File: config.mk
export PLATFORM = sky130hd
export DESIGN_NAME = bn_shared_unit
export DESIGN_NICKNAME = d
export VERILOG_FILES = /design/src/rtl/core/bn_pkg.sv /design/src/rtl/core/bn_shared_unit.sv
export SDC_FILE = /design/constraint.sdc
export NUM_CORES = 1
export LEC_CHECK = 0
export BUFFER_PORTS_ARGS = -buffer_cell sky130_fd_sc_hd__clkbuf_2
export CAP_MARGIN = 10
export CORE_UTILIZATION = 53
export DETAILED_ROUTE_END_ITERATION = 10
export PLACE_DENSITY = 0.83
export RECOVER_POWER = 25
export SYNTH_ARGS = -nofsm -noshare
export SYNTH_HDL_FRONTEND = slang
export SYNTH_SLANG_ARGS = --single-unit
File: constraint.sdc
create_clock -name vclk -period 4.7
set_input_delay 0 -clock vclk [all_inputs]
set_output_delay 0 -clock vclk [all_outputs]
set_load 0.1 [all_outputs]
File: src/rtl/core/bn_pkg.sv
// Package for the batch normalization block: widths, codes, state type.
// No dependencies.
`default_nettype none
package bn_pkg;
  localparam int CHANNELS_DEF = 256;
  localparam int CH_W         = 8;
  localparam int SQ_W         = 49;   // (var+eps)<<16 fits in 49 bits
  localparam int ROOT_W       = 25;
  localparam int NUM_W        = 41;   // |(x-mean)*scale*256| < 2^41
  localparam logic FUNC_LOAD  = 1'b0;
  localparam logic FUNC_NORM  = 1'b1;

  typedef enum logic [2:0] {
    ST_IDLE, ST_READ, ST_MUL, ST_SQRT, ST_DIV, ST_BIAS, ST_OUT
  } bn_state_t;
endpackage
`default_nettype wire

File: src/rtl/core/bn_shared_unit.sv
// Shared shift/subtract unit: one step of bitwise square root or of
// restoring division per cycle. Depends on bn_pkg.
`default_nettype none
module bn_shared_unit
  import bn_pkg::*;
(
  input  wire logic [SQ_W+1:0]   rem_i,
  input  wire logic [SQ_W+1:0]   trial_i,
  output logic      [SQ_W+1:0]   rem_o,
  output logic                   take_o
);
  // Compare and subtract in one unit for both operations
  always_comb begin
    take_o = (rem_i >= trial_i);
    rem_o  = take_o ? (rem_i - trial_i) : rem_i;
  end
endmodule
`default_nettype wire
==> flow_summary.ini <==
[synth]
syn_nets = 760
syn_avg_cell_area_um2 = 6.23
syn_inst = 606
synth_warnings = 0
netlist_area_mm2 = 0.00377
yosysUniqueCellTypes = 52
ys_seq_area_share_pct = 0

[route]
vias = 4712
drc = 0
post_drt_wl_per_cell_um = 13.4
drt_pass1_iterations = 5
vias_per_cell = 5.69
wl_mm = 11.1
ant_nets = 0
drt_iter0_drc = 161

[flow_run]
maxCapViolCount = 0

[timing]
tns_ps = 0
slew_headroom_pct = 22.7
rsz0062_at_grt = no
period_share_pct = 75.3
finalHoldViolations = 0
fmax_mhz = 283
slew_viol_final = 0
setup_violations = 0
layout_setup_ws_ps = 1160
fin_crit_ps = 3540
worst_pin_slew_ps = 1170

[final_layout]
finalNetCount = 888
final_common_cell = clkbuf_2
fillers = 670
num_antenna_cells = 0
syn2layout_area_growth_pct = 19.8
seq_cell_count = 0
clock_buffers = 0
drive_above_1_share_pct = 22.5
multi_input_area_mm2 = 0.00339
final_cell_mix = clkbuf_2, nand2_1, o21ai_0, inv_1, a21oi_1
seqCellArea_um2 = 0

[clocking]
cts_hold_buf = 0
cts_setup_buffers = 0
cts-resized-gates = 0

[worst_hold_path]
whs_path_depth = 4
hold_class = input port to output pin
hold_start = rem_i[0]
min_to = rem_o[0]

[grt]
grt_max_degree = 55
antenna_found_initial = 0
grt_overflow = 0
grt_pass1_vias = 4325
grt_first_pass_wirelength_mm = 18.1
grt_use_total_pct = 28.4

[setup_path]
cp_max_fo = 4
cp-end-kind = output pin
worstSetupPathType = input port to output pin
max_stage_delay_ps = 490
critPathLaunchType = input port
path_buf_inv = 4
crit_path_top_delay_cell = clkbuf_2
cpLargestDelayFamily = compound AO/OA/AOI/OAI gates
crit_chain = clkbuf_2, inv_1, ha_1, inv_1, fa_1, a211oi_1, o21bai_1, a21oi_2, o221ai_2, a211o_1, a31oi_1, o21ai_0, o22a_1, xnor2_1, o21ai_0, clkbuf_2
crit_required_ps = 4700
crit_arrival_ps = 3540

[power_and_ir_drop]
pwr_density_cell_mw_per_mm2 = 277
peakVddDrop_mv = 0.233
p_leak_nw = 2.44

[die]
core_area_mm2 = 0.00683
die_y_um = 86.4
row_count = 30
start_util_pct = 55.3
die_w_um = 86.4
ioPinCount = 154
dieArea_mm2 = 0.00746

[place]
hpwlAfterDp_mm = 9.57
io_buffer_count = 154
place_congestion = 0.955
pre_cts_ws_ps = 1220

[status]
status = finished, final reports clean
kinds of logic (layout without fill, tap and decap cells):
family | count (synthesis) | after routing | synth area share [%]
AND/OR/NAND/NOR | 181 | 181 | 22.0
XOR/XNOR | 48 | 48 | 11.1
AO/OA/AOI/OAI | 228 | 228 | 38.6
multiplexers | 2 | 2 | 0.597
buffers and inverters | 95 | 221 | 10.2
adder cells (fa/ha/maj) | 52 | 52 | 17.4
per-stage QoR:
stage	total power, W	util (%)	instances	hold slack [ps]	instance area [um2]
after CTS	0.00125	66.5	828	556	4540
final	0.00125	66.2	828	553	4520
after floorplan	0.00103	-	606	602	3770
after global placement	0.00124	66.5	828	543	4540
after detailed placement	0.00125	66.5	828	552	4540
after global routing	0.00133	66.2	828	571	4520
routing by layer:
| metal | share of wire [%] | global-route usage, % |
|---|---|---|
| met1 | 44 | 35.4 |
| met3 | 4.7 | 1.05 |
| met2 | 49 | 54.0 |
| met4 | 1.5 | 6.21 |
| met5 | 0 | 0 |
cells in the mapped netlist, drive strengths merged, types with 6 or more instances:
cell type	count	share of area [%]
a31oi	11	2.6
a21o	31	6.2
o21bai	13	2.6
nor2	25	2.6
xor2	20	4.6
nand3	11	1.5
xnor2	28	6.5
nand2b	6	0.99
nand2	90	8.9
ha	51	17
buf	7	1.3
clkbuf	23	2.5
nand4	12	2.0
and3	11	1.8
inv	65	6.5
o21ai	78	11
a21oi	62	8.7
worst max path at each step:
stage | start | endpoint | slack [ps] | cells after the start
3_3_place_gp | rem_i[0] | rem_o[48] | 1330 | 16
5_1_grt | rem_i[3] | rem_o[11] | 860 | 14
3_5_place_dp | rem_i[0] | rem_o[48] | 1220 | 16
2_1_floorplan | rem_i[0] | rem_o[42] | 210 | 14
6_report | rem_i[0] | rem_o[48] | 1160 | 16
4_1_cts | rem_i[0] | rem_o[48] | 1200 | 16
where the power goes:
part           internal (W)  switching [W]  total [W]
registers                 0              0          0
clock network             0              0          0
logic              0.000288       0.000965    0.00125
worst min-delay path, delay by kind of cell:
kind	cells	cell delay (ps)
buf+inv	2	450
simple gates	1	50
compound gates	1	50
cell type report:
type	count	share of cell area (%)
Timing Repair Buffer	156	17.0
Inverter	65	5.39
Multi-Input combinational cell	511	75.0
Tap cell	96	2.66
No activity file was read; power rests on OpenSTA's default activity.
